[config.mk]
export PLATFORM = sky130hd
export DESIGN_NAME = sequential_list_engine
export DESIGN_NICKNAME = d
export VERILOG_FILES = /design/src/sv/sle_pkg.sv /design/src/sv/sle_store.sv /design/src/sv/sle_ctrl.sv /design/src/sv/sequential_list_engine.sv
export SDC_FILE = /design/constraint.sdc
export NUM_CORES = 1
export LEC_CHECK = 0
export BUFFER_PORTS_ARGS = -buffer_cell sky130_fd_sc_hd__buf_2
export CAP_MARGIN = 10
export CORE_ASPECT_RATIO = 0.8
export CORE_UTILIZATION = 25
export CTS_CLUSTER_DIAMETER = 40
export DETAILED_ROUTE_END_ITERATION = 6
export GPL_TIMING_DRIVEN = 0
export PLACE_DENSITY = 0.37
export REMOVE_ABC_BUFFERS = 1
export SLEW_MARGIN = 10
export SYNTH_ARGS = -nofsm -noshare
export SYNTH_HDL_FRONTEND = slang
export SYNTH_HIERARCHICAL = 1
export SYNTH_SLANG_ARGS = --single-unit
[constraint.sdc]
create_clock -name i_clk -period 8.35 [get_ports i_clk]
set_clock_uncertainty 0.2 [all_clocks]
set_input_delay 2.0875 -clock i_clk [delete_from_list [all_inputs] [get_ports i_clk]]
set_output_delay 2.0875 -clock i_clk [all_outputs]
set_load 0.02 [all_outputs]
[src/sv/sle_pkg.sv]
`default_nettype none

package sle_pkg;

    localparam int DEF_DEPTH = 16;
    localparam int CNT_W     = 5;
    localparam int POS_W     = 5;
    localparam int DATA_W    = 32;
    localparam int TDATA_W   = 40;

    localparam logic [CNT_W-1:0] CAP_RESET = 5'd16;

    typedef enum logic [1:0] {
        CMD_INSERT  = 2'd0,
        CMD_DELETE  = 2'd1,
        CMD_DEL_VAL = 2'd2,
        CMD_READ    = 2'd3
    } t_cmd;

    typedef enum logic [1:0] {
        ST_OK    = 2'd0,
        ST_FULL  = 2'd1,
        ST_EMPTY = 2'd2,
        ST_RANGE = 2'd3
    } t_status;

endpackage

`default_nettype wire

[src/sv/sle_store.sv]
`default_nettype none

module sle_store #(
    parameter int DEPTH = sle_pkg::DEF_DEPTH,
    parameter int AW    = $clog2(DEPTH)
) (
    input  wire logic                      i_clk,
    input  wire logic                      i_wr_en,
    input  wire logic [AW-1:0]             i_wr_addr,
    input  wire logic [sle_pkg::DATA_W-1:0] i_wr_data,
    input  wire logic [AW-1:0]             i_rd_addr,
    output logic      [sle_pkg::DATA_W-1:0] o_rd_data
);
    import sle_pkg::*;

    logic [DATA_W-1:0] r_mem [DEPTH];
    logic [DATA_W-1:0] r_rd_data;

    always_ff @(posedge i_clk) begin
        if (i_wr_en) begin
            r_mem[i_wr_addr] <= i_wr_data;
        end
        r_rd_data <= r_mem[i_rd_addr];
    end

    assign o_rd_data = r_rd_data;

endmodule

`default_nettype wire

[src/sv/sle_ctrl.sv]
`default_nettype none

module sle_ctrl #(
    parameter int DEPTH = sle_pkg::DEF_DEPTH,
    parameter int AW    = $clog2(DEPTH)
) (
    input  wire logic                       i_clk,
    input  wire logic                       i_rst_n,
    input  wire logic                       i_cfg_we,
    input  wire logic [sle_pkg::CNT_W-1:0]  i_cfg_wdata,
    input  wire logic                       i_s_tvalid,
    output logic                            o_s_tready,
    input  wire sle_pkg::t_cmd              i_cmd,
    input  wire logic [sle_pkg::POS_W-1:0]  i_pos,
    input  wire logic [sle_pkg::DATA_W-1:0] i_val,
    output logic                            o_m_tvalid,
    input  wire logic                       i_m_tready,
    output sle_pkg::t_status                o_status,
    output logic      [sle_pkg::DATA_W-1:0] o_data,
    output logic      [sle_pkg::CNT_W-1:0]  o_count,
    output logic                            o_wr_en,
    output logic      [AW-1:0]              o_wr_addr,
    output logic      [sle_pkg::DATA_W-1:0] o_wr_data,
    output logic      [AW-1:0]              o_rd_addr,
    input  wire logic [sle_pkg::DATA_W-1:0] i_rd_data
);
    import sle_pkg::*;

    typedef enum logic [2:0] {
        S_IDLE = 3'b001,
        S_RUN  = 3'b010,
        S_FIN  = 3'b100
    } t_state;

    t_state              r_state, n_state;
    logic [CNT_W-1:0]    r_cap, n_cap;
    logic [CNT_W-1:0]    r_cnt, n_cnt;
    t_cmd                r_cmd, n_cmd;
    logic [POS_W-1:0]    r_pos, n_pos;
    logic [DATA_W-1:0]   r_val, n_val;
    logic [CNT_W-1:0]    r_rd_idx, n_rd_idx;
    logic [CNT_W-1:0]    r_stop, n_stop;
    logic                r_reading, n_reading;
    logic                r_pend, n_pend;
    logic [CNT_W-1:0]    r_pend_idx, n_pend_idx;
    logic [CNT_W-1:0]    r_kept, n_kept;
    t_status             r_status, n_status;
    logic [DATA_W-1:0]   r_data, n_data;
    logic                r_out_valid, n_out_valid;
    t_status             r_out_status, n_out_status;
    logic [DATA_W-1:0]   r_out_data, n_out_data;
    logic [CNT_W-1:0]    r_out_count, n_out_count;

    logic [CNT_W-1:0]    w_cap_lim;
    logic                w_accept;
    logic                w_keep;
    logic                w_done;
    logic                w_out_free;
    logic [CNT_W-1:0]    w_wr_idx;
    logic [CNT_W-1:0]    w_pos_m1;
    logic [CNT_W-1:0]    w_cnt_m1;

    // usable capacity never exceeds the store
    assign w_cap_lim  = (32'(r_cap) > 32'(DEPTH)) ? CNT_W'(DEPTH) : r_cap;
    assign o_s_tready = (r_state == S_IDLE);
    assign w_accept   = i_s_tvalid && o_s_tready;
    assign w_out_free = !r_out_valid || i_m_tready;
    assign w_keep     = r_pend && (r_cmd == CMD_DEL_VAL) && (i_rd_data != r_val);
    assign w_done     = !r_reading && (!r_pend || (r_cmd != CMD_INSERT));
    assign w_pos_m1   = i_pos - 1'b1;
    assign w_cnt_m1   = r_cnt - 1'b1;

    always_comb begin
        n_state      = r_state;
        n_cap        = i_cfg_we ? i_cfg_wdata : r_cap;
        n_cnt        = r_cnt;
        n_cmd        = r_cmd;
        n_pos        = r_pos;
        n_val        = r_val;
        n_rd_idx     = r_rd_idx;
        n_stop       = r_stop;
        n_reading    = r_reading;
        n_pend       = 1'b0;
        n_pend_idx   = r_rd_idx;
        n_kept       = r_kept;
        n_status     = r_status;
        n_data       = r_data;
        n_out_valid  = r_out_valid && !i_m_tready;
        n_out_status = r_out_status;
        n_out_data   = r_out_data;
        n_out_count  = r_out_count;
        o_wr_en      = 1'b0;
        w_wr_idx     = '0;
        o_wr_data    = i_rd_data;

        unique case (r_state)
            S_IDLE: begin
                if (w_accept) begin
                    n_cmd     = i_cmd;
                    n_pos     = i_pos;
                    n_val     = i_val;
                    n_kept    = '0;
                    n_data    = '0;
                    n_status  = ST_OK;
                    n_reading = 1'b1;
                    n_state   = S_RUN;
                    unique case (i_cmd)
                        CMD_INSERT: begin
                            n_rd_idx  = w_cnt_m1;
                            n_stop    = w_pos_m1;
                            n_reading = (i_pos <= r_cnt);
                            if (r_cnt >= w_cap_lim) begin
                                n_status = ST_FULL;
                            end else if ((i_pos == '0) ||
                                         ({1'b0, i_pos} > ({1'b0, r_cnt} + 1'b1))) begin
                                n_status = ST_RANGE;
                            end
                        end
                        CMD_DELETE, CMD_READ: begin
                            n_rd_idx = w_pos_m1;
                            n_stop   = (i_cmd == CMD_READ) ? w_pos_m1 : w_cnt_m1;
                            if (r_cnt == '0) begin
                                n_status = ST_EMPTY;
                            end else if ((i_pos == '0) || (i_pos > r_cnt)) begin
                                n_status = ST_RANGE;
                            end
                        end
                        CMD_DEL_VAL: begin
                            n_rd_idx = '0;
                            n_stop   = w_cnt_m1;
                            if (r_cnt == '0) begin
                                n_status = ST_EMPTY;
                            end
                        end
                        default: ;
                    endcase
                    if (n_status != ST_OK) begin
                        n_reading = 1'b0;
                        n_state   = S_FIN;
                    end
                end
            end
            S_RUN: begin
                // issue one read per cycle, walking toward the stop index
                if (r_reading) begin
                    n_pend = 1'b1;
                    if (r_rd_idx == r_stop) begin
                        n_reading = 1'b0;
                    end else if (r_cmd == CMD_INSERT) begin
                        n_rd_idx = r_rd_idx - 1'b1;
                    end else begin
                        n_rd_idx = r_rd_idx + 1'b1;
                    end
                end
                // write back, or capture as the result, the word that arrives from the read issued last cycle
                if (r_pend) begin
                    case (r_cmd)
                        CMD_INSERT: begin
                            o_wr_en  = 1'b1;
                            w_wr_idx = r_pend_idx + 1'b1;
                        end
                        CMD_DELETE: begin
                            if (r_pend_idx == (r_pos - 1'b1)) begin
                                n_data = i_rd_data;
                            end else begin
                                o_wr_en  = 1'b1;
                                w_wr_idx = r_pend_idx - 1'b1;
                            end
                        end
                        CMD_DEL_VAL: begin
                            o_wr_en  = w_keep;
                            w_wr_idx = r_kept;
                            if (w_keep) begin
                                n_kept = r_kept + 1'b1;
                            end
                        end
                        default: begin
                            n_data = i_rd_data;
                        end
                    endcase
                end else if (w_done && (r_cmd == CMD_INSERT)) begin
                    o_wr_en   = 1'b1;
                    w_wr_idx  = r_pos - 1'b1;
                    o_wr_data = r_val;
                end
                if (w_done) begin
                    n_state = S_FIN;
                    case (r_cmd)
                        CMD_INSERT:  n_cnt = r_cnt + 1'b1;
                        CMD_DELETE:  n_cnt = w_cnt_m1;
                        CMD_DEL_VAL: n_cnt = r_kept + CNT_W'(w_keep);
                        default:     n_cnt = r_cnt;
                    endcase
                end
            end
            S_FIN: begin
                if (w_out_free) begin
                    n_out_valid  = 1'b1;
                    n_out_status = r_status;
                    n_out_data   = r_data;
                    n_out_count  = r_cnt;
                    n_state      = S_IDLE;
                end
            end
            default: n_state = S_IDLE;
        endcase
    end

    assign o_wr_addr = AW'(w_wr_idx);
    assign o_rd_addr = AW'(r_rd_idx);

    always_ff @(posedge i_clk) begin
        if (!i_rst_n) begin
            r_state     <= S_IDLE;
            r_cap       <= CAP_RESET;
            r_cnt       <= '0;
            r_reading   <= 1'b0;
            r_pend      <= 1'b0;
            r_out_valid <= 1'b0;
        end else begin
            r_state     <= n_state;
            r_cap       <= n_cap;
            r_cnt       <= n_cnt;
            r_reading   <= n_reading;
            r_pend      <= n_pend;
            r_out_valid <= n_out_valid;
        end
    end

    always_ff @(posedge i_clk) begin
        r_cmd        <= n_cmd;
        r_pos        <= n_pos;
        r_val        <= n_val;
        r_rd_idx     <= n_rd_idx;
        r_stop       <= n_stop;
        r_pend_idx   <= n_pend_idx;
        r_kept       <= n_kept;
        r_status     <= n_status;
        r_data       <= n_data;
        r_out_status <= n_out_status;
        r_out_data   <= n_out_data;
        r_out_count  <= n_out_count;
    end

    assign o_m_tvalid = r_out_valid;
    assign o_status   = r_out_status;
    assign o_data     = r_out_data;
    assign o_count    = r_out_count;

endmodule

`default_nettype wire

[src/sv/sequential_list_engine.sv]
// Channel   Dir  Handshake          Payload
// cfg       in   i_cfg_we           i_cfg_wdata = capacity
// s (cmd)   in   i_s_tvalid/tready  tuser = command; tdata = position, value
// m (res)   out  o_m_tvalid/tready  tuser = status;  tdata = data_out, count
//
// A good command walks its entries in S_RUN and then passes S_FIN; an insert that moves entries
// writes the new value after the last move. Failed commands skip S_RUN. One read and one write
// port, one entry per cycle (insert and delete: the tail from the position,
// delete-by-value: the whole list, read: one entry).
// A result waiting in the output register stalls only the next command's S_FIN state.
// Reset is synchronous; entries are not cleared, only the count and the capacity.
`default_nettype none

module sequential_list_engine #(
    parameter int DEPTH = sle_pkg::DEF_DEPTH
) (
    input  wire logic                        i_clk,
    input  wire logic                        i_rst_n,
    input  wire logic                        i_cfg_we,
    input  wire logic [sle_pkg::CNT_W-1:0]   i_cfg_wdata,
    input  wire logic                        i_s_tvalid,
    output logic                             o_s_tready,
    input  wire logic [1:0]                  i_s_tuser,  // command
    input  wire logic [sle_pkg::TDATA_W-1:0] i_s_tdata,  // position[4:0], value[36:5]
    output logic                             o_m_tvalid,
    input  wire logic                        i_m_tready,
    output logic      [1:0]                  o_m_tuser,  // status
    output logic      [sle_pkg::TDATA_W-1:0] o_m_tdata   // data_out[31:0], count[36:32]
);
    import sle_pkg::*;

    localparam int AW = (DEPTH > 1) ? $clog2(DEPTH) : 1;

    logic              w_wr_en;
    logic [AW-1:0]     w_wr_addr;
    logic [DATA_W-1:0] w_wr_data;
    logic [AW-1:0]     w_rd_addr;
    logic [DATA_W-1:0] w_rd_data;
    t_status           w_status;
    logic [DATA_W-1:0] w_data;
    logic [CNT_W-1:0]  w_count;

    sle_ctrl #(
        .DEPTH (DEPTH),
        .AW    (AW)
    ) u_ctrl (
        .i_clk       (i_clk),
        .i_rst_n     (i_rst_n),
        .i_cfg_we    (i_cfg_we),
        .i_cfg_wdata (i_cfg_wdata),
        .i_s_tvalid  (i_s_tvalid),
        .o_s_tready  (o_s_tready),
        .i_cmd       (t_cmd'(i_s_tuser)),
        .i_pos       (i_s_tdata[POS_W-1:0]),
        .i_val       (i_s_tdata[POS_W+DATA_W-1:POS_W]),
        .o_m_tvalid  (o_m_tvalid),
        .i_m_tready  (i_m_tready),
        .o_status    (w_status),
        .o_data      (w_data),
        .o_count     (w_count),
        .o_wr_en     (w_wr_en),
        .o_wr_addr   (w_wr_addr),
        .o_wr_data   (w_wr_data),
        .o_rd_addr   (w_rd_addr),
        .i_rd_data   (w_rd_data)
    );

    sle_store #(
        .DEPTH (DEPTH),
        .AW    (AW)
    ) u_store (
        .i_clk     (i_clk),
        .i_wr_en   (w_wr_en),
        .i_wr_addr (w_wr_addr),
        .i_wr_data (w_wr_data),
        .i_rd_addr (w_rd_addr),
        .o_rd_data (w_rd_data)
    );

    assign o_m_tuser = w_status;
    assign o_m_tdata = {(TDATA_W - DATA_W - CNT_W)'(0), w_count, w_data};

`ifndef SYNTHESIS
    a_no_write_idle: assert property (@(posedge i_clk) disable iff (!i_rst_n)
        o_s_tready |-> !w_wr_en)
        else $error("entry memory written while engine idle");

    a_wr_in_range: assert property (@(posedge i_clk) disable iff (!i_rst_n)
        w_wr_en |-> (32'(w_wr_addr) < 32'(DEPTH)))
        else $error("entry write beyond store");

    a_count_bound: assert property (@(posedge i_clk) disable iff (!i_rst_n)
        o_m_tvalid |-> (32'(w_count) <= 32'(DEPTH)))
        else $error("count exceeds store depth");

    a_empty_zero: assert property (@(posedge i_clk) disable iff (!i_rst_n)
        (o_m_tvalid && (w_status == ST_EMPTY)) |-> (w_count == '0))
        else $error("empty status with nonzero count");

    a_full_data_zero: assert property (@(posedge i_clk) disable iff (!i_rst_n)
        (o_m_tvalid && (w_status != ST_OK)) |-> (w_data == '0))
        else $error("failed command returned data");
`endif

endmodule

`default_nettype wire

; Word-level counts from Yosys, hierarchy flattened
; Memories as Yosys holds them, arrays and structs flattened. A register that Yosys moved wholly into a read port is not among the register bits.
; Index checks and enable logic that the tools add are counted.
[op_classes]
n_addsub = 11
n_mux = 57
n_eq_ne = 21
n_reduce_logical = 33
n_lt_le_gt_ge = 5
[ops]
columns = op, count
row1 = two-way mux 32 bit, 6
row2 = case mux 32 bit (2 select lines), 2
row3 = two-way mux 5 bit, 10
row4 = case mux 5 bit (3 select lines), 3
row5 = != test 32 bit, 1
row6 = case mux 5 bit (2 select lines), 2
row7 = "subtractor 5 x 1 -> 5 bit, second input constant", 4
row8 = two-way mux 4 bit, 4
row9 = "adder 5 x 1 -> 5 bit, second input constant", 3
row10 = two-way mux 1 bit, 14
row11 = two-way mux 2 bit, 7
row12 = two-way mux 3 bit, 4
row13 = "!= test 2 x 1 -> 1 bit, second input constant", 6
row14 = case mux 4 bit (3 select lines), 1
row15 = == test 5 bit, 2
row16 = zero test 5 bit, 2
row17 = AND reduction 5 bit, 2
row18 = case mux 3 bit (3 select lines), 1
row19 = AND reduction 2 bit, 4
row20 = "adder 5 x 1 -> 6 bit, second input constant", 1
row21 = "== test 2 bit, second input constant", 3
row22 = greater-than comparator 5 x 6 -> 1 bit, 1
row23 = logical AND 1 bit, 6
row24 = "!= test 2 bit, second input constant", 3
row25 = 23 further kinds, 35
[totals]
input_bits = 52
mem_count = 1
register_bits = 148
mem_bits_rw = 512
output_inout_bits = 44
[memory_table]
columns = name, depth, width, read_ports, rd_clocked_by_memory_dff, wr, line_no
row1 = u_store.r_mem, 16, 32, 1, 1, 1, sle_store.sv:16  ; logic [DATA_W-1:0] r_mem [DEPTH];

; Depth between registers and ports, before layout
[depth]
word_depth = 12
depth_mapped = 12
ltp_nobuf = 12

; Modules after synthesis
; Netlist, hierarchy kept.
[modules_own_cells]
columns = mod, area_each_um2, cells_per_inst, instances
row1 = sle_store, 19835.3, 838, 1
row2 = sle_ctrl, 7282.0, 541, 1
row3 = sequential_list_engine, 26.3, 4, 1

; Worst setup path before layout
; No wires, ideal clock.
[synth_timing]
path_kind = input to register
start = input i_m_tready
end = register u_ctrl.r_out_count[0] (netlist: u_ctrl/o_count[0]), enable pin
required_ns = 7.666
n_path_buf = 0
setup_slack_ns = 2.816
path_stages = 2
arrival_time_ns = 4.850
cell_sequence = nor2b_1 nor3_1
[synth_between]
elab_chain_len = 2
[synth_lines]
columns = item, line_no
row1 = from (decl), sequential_list_engine.sv:26  ; input wire logic i_m_tready,
row2 = logical OR 1 bit, sle_ctrl.sv:67  ; assign w_out_free = !r_out_valid || i_m_tready;
row3 = AND reduction 2 bit (no line), n/a
row4 = to (signal assigned), sle_ctrl.sv:242  ; r_out_count <= n_out_count;
row5 = to (decl), sle_ctrl.sv:52  ; logic [CNT_W-1:0] r_out_count, n_out_count;
; No other way between the ends.
; A chain may end at the register's enable or synchronous reset.

; Final worst setup path
[layout_timing]
start = register u_ctrl.r_cmd[0]
end = memory u_store.r_mem[9][16], enable pin
[layout_rtl]
columns = item, line_no
row1 = from (decl), sle_ctrl.sv:38  ; t_cmd r_cmd, n_cmd;
row2 = from (signal assigned), sle_ctrl.sv:231  ; r_cmd <= n_cmd;
row3 = nonzero test 2 bit, sle_ctrl.sv:69  ; assign w_done = !r_reading && (!r_pend || (r_cmd != CMD_INSERT));
row4 = logical OR 1 bit, sle_ctrl.sv:69
row5 = logical AND 1 bit, sle_ctrl.sv:69
row6 = logical AND 1 bit, sle_ctrl.sv:181  ; end else if (w_done && (r_cmd == CMD_INSERT)) begin
row7 = two-way mux 4 bit, sle_ctrl.sv:181
row8 = two-way mux 4 bit (*), sle_ctrl.sv:156  ; if (r_pend) begin
row9 = two-way mux 4 bit (*), sle_ctrl.sv:96  ; unique case (r_state)
row10 = via w_wr_addr[0], sequential_list_engine.sv:35  ; logic [AW-1:0] w_wr_addr;
row11 = to (decl), sle_store.sv:16
; Mark *: on every way through the listed nets, which the timed path passes. The rest lies on a longest branch.

==> results.yml <==
setup_path:
  crit_required_ns: 8.51
  reg2reg_depth: 8
  endpoint_kind: "register"
  critPathKind: "reg -> reg"
  crit_arrival_ns: 5.07
  crit_fanout: 37
  cp-start-kind: "register"
synthesis:
  synth-async-reset-ratio_pct: 0
  synth_seq_cells: 692
  synth_top_family_by_area: "multiplexers"
  synth_mux_area_share_pct: 12.8
  synth_area_per_cell_um2: 19.6
  synth-adder-area-share_pct: 1.59
  synth_edf_count: 639
  synthCells: 1383
  synthSimpleGateAreaFrac_pct: 3.75
  ys_seq_area_share_pct: 74.6
  synth_compound_area_share_pct: 3.37
  synth_ff_type: "edfxtp_1"
  yosysWarnings: 6
  synth_cell_types: 58
  synth_xor_area_share_pct: 2.28
  netlist_area_mm2: 0.0271
finish:
  final_nets: 1687
  regArea_mm2: 0.0202
  final_cell_mix: "639 x edfxtp_1, 128 x mux4_2, 107 x clkbuf_16, 89 x buf_2, 68 x a22oi_1"
  fillers: 10288
  fin_util_pct: 32.1
  final_common_cell: "edfxtp_1"
  syn_to_final_growth_pct: 26.8
  diodes: 0
  multi_input_area_mm2: 0.00662
  final_layout_size_suffix_gt1_share_pct: 32.3
  final_cell_count_no_fill: 3110
drt:
  drt_iter0_drc: 900
  avgViaCountPerCell: 4.40
  drc: 0
  wire_per_inst_um: 23.4
  wirelength_mm: 72.8
  vias: 13675
  first_pass_iters: 7
  ant_nets: 0
timing:
  tightest_slew_ns: 1.05
  hold_viol: 0
  setup_tns_ns: 0
  rsz0062_at_grt: "no"
  finalCritPeriodShare_pct: 58.7
  slew_headroom_pct: 29.9
  max_freq_mhz: 204
  setup-violations-final: 0
  min_period_ns: 4.90
  drv_slew: 0
floorplanning:
  die_y_um: 297
  num_io_pins: 96
  rows: 107
  coreArea_mm2: 0.107
  initial_utilization_pct: 25.3
  die_area_mm2: 0.110
  dieWidth_um: 370
cts:
  cts_sinks: 692
  postCtsSetupBuffers: 0
  clk_pin_slew_ns: 0.06
  clk_latency_ns: 0.69
  holdBufCountCts: 0
  htreeDepth: 3
  cts.path.max_buffers: 3
  numCtsBuffers: 105
  tritoncts: "done"
  cts_root_buffer: "clkbuf_16"
  cts_resized: 0
grt:
  grt_pass1_wl_mm: 105
  grt_start_max_net_pins: 38
  overflow: 0
  antenna_found_initial: 1
  grt_pass1_vias: 14512
  grt_usage_pct: 13.3
power:
  powerDensity_mw_per_mm2: 266
  total_power_mw: 9.16
  p_leak_nw: 11.5
  irDropWorstVdd_mv: 0.152
placed_design:
  place_congestion: 0.715
  place_hpwl_mm: 48.3
  place_inst: 2911
  place.port_buffers: 89
worst_hold_path:
  min_path_cells: 0
  worstHoldPathType: "reg -> reg"
run_status:
  status: "finished clean"
run:
  maxCapViolCount: 0
[cells in the mapped netlist (20+ instances only)]
cell type,number,area [um2]
a22oi_1,68,510
and2_1,34,213
clkbuf_1,28,105
dfxtp_1,53,1060
edfxtp_1,639,19200
ha_1,33,413
inv_1,20,75.1
mux2_4,25,375
mux4_2,128,2880
nand2_1,57,214
nor2_1,28,105
xnor2_1,53,464
[layout make-up]
cell class | count | share of cell area [%]
clock inverters | 72 | 2.32
inverters | 21 | 0.236
multi-input cells | 604 | 19.2
repair buffers | 177 | 6.13
flip-flops and latches | 692 | 58.8
well taps | 1417 | 5.15
clock buffers | 127 | 8.11
[cells by family after synthesis]
group,count (synthesis)
other cells,1
simple gates,198
xor+xnor,69
mux,172
buf+inv,89
fa+ha+maj,34
compound gates,128
flops,692
[critical path, stage by stage (launching register included)]
cell	delay (ns)
edfxtp_1	0.41
inv_1	0.10
ha_1	0.43
inv_1	0.18
or4_4	0.98
o221ai_1	0.80
nand2b_1	0.43
nor2_4	0.75
buf_12	0.28
[metrics by stage]
step / setup slack (ns) / cell area, um2 / hold WS (ns)
after detailed placement: 3.37 / 30800 / 0.205
after global routing: 3.21 / 34400 / 0.222
final: 3.45 / 34400 / 0.215
after floorplan: 1.48 / 26800 / 0.200
after global placement: -4.68 / 29000 / 0.206
after CTS: 3.37 / 34400 / 0.216
[metal layers]
layer  wire length (um)  share of wire (%)  GRT usage, %  vias up
met3               3170                4.4          2.76      102
met5                  0                  0             0        -
met2              34600                 47          21.0      267
met1              33700                 46          18.3     7237
li1                   -                  -             -     6069
met4               1420                1.9          3.96        0
[power breakdown]
part / switching (mW) / internal, mW
clock network: 1.65 / 2.78
registers: 0.0632 / 3.98
logic: 0.397 / 0.298
[state kept, by name, indices dropped and copies added, names as in the netlist]
signal,count
u_ctrl/r_status,2
u_ctrl/o_data,32
u_ctrl/r_cap,5
u_ctrl/r_cmd,2
u_ctrl/r_reading,1
u_ctrl/o_m_tvalid,1
u_ctrl/r_pend_idx,5
u_ctrl/r_val,32
u_ctrl/r_data,32
u_ctrl/o_status,2
u_ctrl/n_pend_idx,5
u_ctrl/r_kept,5
u_ctrl/o_count,5
u_ctrl/r_stop,5
u_store/r_mem,512
u_ctrl/r_pend,1
u_ctrl/r_pos,5
u_store/o_rd_data,32
u_ctrl/r_state,3
u_ctrl/r_cnt,5
[worst paths after layout]
check                         end              start  slack (ns)
max          u_store/r_mem[9][16]    u_ctrl/r_cmd[0]        3.45
min             u_ctrl/o_data[30]  u_ctrl/r_data[30]        0.22
max reg2reg  u_store/r_mem[9][16]    u_ctrl/r_cmd[0]        3.45
min reg2reg     u_ctrl/o_data[30]  u_ctrl/r_data[30]        0.22
No activity file was read; power rests on OpenSTA's default activity.
